<file path="config.mk">
export PLATFORM = sky130hd
export DESIGN_NAME = imc_dist
export DESIGN_NICKNAME = d
export VERILOG_FILES = /design/src/imc_pkg.sv /design/src/imc_dist.sv
export SDC_FILE = /design/constraint.sdc
export NUM_CORES = 2
export LEC_CHECK = 0
export BUFFER_PORTS_ARGS = -buffer_cell sky130_fd_sc_hd__buf_2
export CAP_MARGIN = 15
export CORE_MARGIN = 2
export CORE_UTILIZATION = 53
export DETAILED_ROUTE_END_ITERATION = 7
export PLACE_DENSITY = 0.66
export SYNTH_ARGS = -nofsm -noshare
export SYNTH_HDL_FRONTEND = slang
export SYNTH_SLANG_ARGS = --single-unit
</file>
<file path="constraint.sdc">
create_clock -name clk -period 10.14 [get_ports clk]
set_input_delay 1.014 -clock clk [delete_from_list [all_inputs] [get_ports clk]]
set_output_delay 1.014 -clock clk [all_outputs]
set_load 0.05 [all_outputs]
</file>
<file path="src/imc_pkg.sv">
// Shared types, widths and constants for the interval medoid cost block.
package imc_pkg;

	// Field widths fixed by the item formats
	localparam int OP_W    = 2;
	localparam int IDX_W   = 10;
	localparam int FIELD_W = 16;
	localparam int LEN_W   = 7;
	localparam int CNT_W   = 11;
	localparam int COST_W  = 48;

	// Defaults for the top-level parameters
	localparam int DEF_MAX_POINTS = 1024;
	localparam int DEF_MAX_WINDOW = 64;
	localparam int DEF_COORD_BITS = 16;

	localparam logic [COST_W-1:0] COST_MAX = '1;

	// Operation codes
	localparam logic [OP_W-1:0] OP_LOAD  = 2'd0;
	localparam logic [OP_W-1:0] OP_END   = 2'd1;
	localparam logic [OP_W-1:0] OP_START = 2'd2;

	typedef struct packed {
		logic [OP_W-1:0]           operation;
		logic [IDX_W-1:0]          point_index;
		logic signed [FIELD_W-1:0] coord_x;
		logic signed [FIELD_W-1:0] coord_y;
		logic [LEN_W-1:0]          max_length;
	} in_item_t;

	typedef struct packed {
		logic [LEN_W-1:0]  window_length;
		logic [COST_W-1:0] cost;
		logic              infinite;
		logic              last;
	} out_item_t;

endpackage

</file>
<file path="src/imc_dist.sv">
// Squared-distance pipeline: difference, square, accumulate against a held medoid.
module imc_dist import imc_pkg::*; #(
	parameter int COORD_BITS = DEF_COORD_BITS,
	parameter int SUM_W      = 2*DEF_COORD_BITS+9
) (
	input  logic                          clk,
	input  logic                          arst_n,
	input  logic                          clear,
	input  logic                          pt_valid,
	input  logic signed [COORD_BITS-1:0]  px,
	input  logic signed [COORD_BITS-1:0]  py,
	input  logic signed [COORD_BITS-1:0]  mx,
	input  logic signed [COORD_BITS-1:0]  my,
	output logic                          busy,
	output logic [SUM_W-1:0]              acc
);

	logic                          v_s2, v_s3;
	logic signed [COORD_BITS:0]    dx_s2, dy_s2;
	logic signed [2*COORD_BITS+1:0] sx_s3, sy_s3;

	always_ff @(posedge clk or negedge arst_n) begin
		if (!arst_n) begin
			v_s2 <= 1'b0;
			v_s3 <= 1'b0;
		end else begin
			v_s2 <= pt_valid;
			v_s3 <= v_s2;
		end
	end

	// Form differences, then squares
	always_ff @(posedge clk) begin
		dx_s2 <= (COORD_BITS+1)'(px) - (COORD_BITS+1)'(mx);
		dy_s2 <= (COORD_BITS+1)'(py) - (COORD_BITS+1)'(my);
		sx_s3 <= dx_s2 * dx_s2;
		sy_s3 <= dy_s2 * dy_s2;
	end

	// Accumulate the window sum for the current medoid
	always_ff @(posedge clk) begin
		if (clear) begin
			acc <= '0;
		end else if (v_s3) begin
			acc <= acc + SUM_W'($unsigned(sx_s3)) + SUM_W'($unsigned(sy_s3));
		end
	end

	assign busy = v_s2 | v_s3;

endmodule

</file>
==> metrics.csv <==
metric;value;unit
fin_crit_sh;70.0;%
whs;316;ps
antenna_left;0;
grt_pass1_wl;96000;µm
slowest_stage;dfxtp_1;
cp-end-kind;register;
max_freq;141;MHz
num_vias;19004;
path_delay_family;adder cells;
place_congestion;0.865;
cts_htree_levels;4;
ys_top_cells_by_area;fa_1, ha_1, dfxtp_1;
drv_slew;0;
yosysTopAreaCell;fa_1;
netlist_instances;2861;
track_usage;22.5;%
ys_types;80;
die_h;230;µm
rsz0062_at_grt;false;
yosys_warnings;0;
cts_tree;built;
timing.rr.start;dy_s2[16];
post_cts_buffers;0;
max_stage_delay;1010;ps
synth-seq-cells;143;
r2r-end;sy_s3[32];
slew_headroom;28.7;%
cts-hold-fix-buffers;0;
avgSynthCellArea;9.50;µm²
worst-setup-path-type;reg2reg;
crit_path_start_kind;register;
ys_seq_area_share;10.6;%
period_needed;7090;ps
cts_buffers;17;
start_util;54.0;%
cts.sinks;143;
synthArstFlopShare;1.40;%
grt_max_degree;54;
final_layout_size_suffix_gt1_share;6.45;%
r2r_slack;3050;ps
area.growth.synth_to_final;6.46;%
clockBufferDepth;2;
cp_cell_sequence;and2_1 -> fa_1 -> fa_1 -> fa_1 -> fa_1 -> fa_1 -> inv_1 -> fa_1 -> inv_1 -> ha_1 -> a21o_1 -> a21o_1 -> a21oi_2 -> nor2_1 -> a211o_1 -> o31ai_2 -> or4b_1 -> o311ai_1;
setup_violations;0;
synth_area;0.0272;mm²
min_path_type;in2async;
routed_wl;55000;µm
overflow;0;
io_pins;110;
grt_pass1_vias;20423;
wl_per_cell;15.2;µm
hold_viol_final;0;
ff2ff_path_depth;18;
tns;0;ps
drtIter0Drc;976;
diodes;0;
cp.arrival;7480;ps
cts_resized;0;
drv_cap;0;
core.rowCount;82;
clockRootBuffer;clkbuf_16;
path_buf_inv;2;
yosys.area.top_type_share;42.0;%
clk_pin_slew;70;ps
drc;0;
synthFlopType;dfxtp_1;
clk_latency;480;ps
antenna_found_initial;0;
nets;3821;
crit_fanout;33;
status;finished, final reports clean;
dieArea;0.0531;mm²
synth_fp_nets;3748;
die_w;230;µm
worst_clock_skew;14.4;ps
port_buffers;109;
crit_path_frequent_cell;fa_1;
synth-edff-count;0;
dp_hpwl;46500;µm
fp.coreArea;0.0504;mm²
cp_data_required_time;10520;ps
drt-pass1-iter-count;5;
viasPerCell;5.25;
tightest_slew;1050;ps
how the worst max path moves through the flow:
stage                     slack (ps)  cells after the start  startpoint   endpoint
final                           3050                     18   dy_s2[16]  sy_s3[32]
after global routing            2640                     18   dy_s2[16]  sy_s3[32]
after CTS                       3080                     18   dy_s2[16]  sy_s3[32]
after detailed placement        3080                     18   dy_s2[16]  sy_s3[32]
after global placement          3260                     18   dy_s2[16]  sy_s3[32]
after floorplan                 3750                     21   dy_s2[16]  sy_s3[32]
layer usage:
metal  up-vias  routed length [µm]  track usage, %  share of wire [%]
li1       8915                   -               -                  -
met1      9654               23700            29.9                 43
met2       361               27500            38.5                 50
met3        74                2620            3.51                4.8
met4         0                1170            6.37                2.1
met5         -                   0               0                  0
cells in the mapped netlist (4+ instances only):
| cell | n |
|---|---|
| fa_1 | 570 |
| mux2i_1 | 26 |
| o211ai_1 | 10 |
| o21a_1 | 23 |
| a31oi_1 | 14 |
| nor3b_1 | 8 |
| nand2_1 | 199 |
| a21o_1 | 40 |
| o21ai_1 | 4 |
| o22ai_1 | 5 |
| nor3_1 | 19 |
| inv_1 | 711 |
| ha_1 | 249 |
| and3_1 | 9 |
| nor4_1 | 6 |
| xor2_1 | 34 |
| or3_1 | 5 |
| and2_1 | 123 |
| nor2_1 | 126 |
| o31ai_1 | 8 |
| a21boi_0 | 8 |
| o21bai_1 | 16 |
| nor2b_1 | 39 |
| a21oi_1 | 88 |
| o21ai_0 | 51 |
| or2_2 | 13 |
| dfxtp_1 | 141 |
| a211oi_1 | 19 |
| a211o_1 | 5 |
| xnor2_1 | 101 |
| clkbuf_1 | 58 |
| nand3_1 | 25 |
| a31o_2 | 7 |
| nand2b_1 | 23 |
| nand4_1 | 10 |
worst reg2reg max path, cell delays in order (launching register included):
cell and delay, ps:
dfxtp_1 1010, and2_1 380, fa_1 570, fa_1 910, fa_1 530, fa_1 510
fa_1 500, inv_1 50, fa_1 470, inv_1 40, ha_1 350, a21o_1 190
a21o_1 190, a21oi_2 150, nor2_1 60, a211o_1 300, o31ai_2 250, or4b_1 460
o311ai_1 90
cell usage in the layout (no fill, tap or decap), types with 9 or more instances in the layout:
master and n:
mux2i_1 26, nor2_1 126, nor3_1 19, nand2_1 199, nor2b_1 39, and2_1 123, o21a_1 23, dfxtp_1 141
inv_1 711, a21oi_1 88, o21ai_0 51, fa_1 570, nand4_1 10, xnor2_1 101, xor2_1 34, nand2b_1 23
clkbuf_16 17, o211ai_1 10, or2_2 13, a31oi_1 14, buf_2 109, nand3_1 25, a21o_1 40, o21bai_1 16
and3_1 9, a211oi_1 19, ha_1 249
through the flow:
stage	instances	setup WS, ps	cell area, µm²	util [%]
3_3_place_gp	3587	3260	28400	56.3
6_report	3619	3050	28900	57.5
4_1_cts	3619	3080	28900	57.5
5_1_grt	3619	2640	28900	57.5
3_5_place_dp	3587	3080	28400	56.3
2_1_floorplan	2861	3750	27200	-
sequential cells by signal (all words and copies together), names as in the netlist:
name / flops
sy_s3: 33
acc: 41
dy_s2: 17
sx_s3: 33
dx_s2: 17
v_s2: 1
v_s3: 1
kinds of logic after synthesis:
kind of cell,after synthesis,share of synthesized area (%)
fa+ha+maj,819,53.4
buf+inv,772,10.7
simple gates,625,11.5
compound gates,338,8.46
flops,143,10.6
xor+xnor,135,4.35
mux,27,0.999
other cells,2,0.0276
final cells by class:
cell class	count	area [µm²]
multi-input combinational	1946	21400
sequential	143	2870
clock buffer	18	439
tap	672	841
timing repair buffer	115	591
inverter	711	2670
fill	4431	21400
clock inverter	14	124
Power is not shown: default switching activity piles up to over one toggle a cycle in this logic, so the estimate is an artifact.
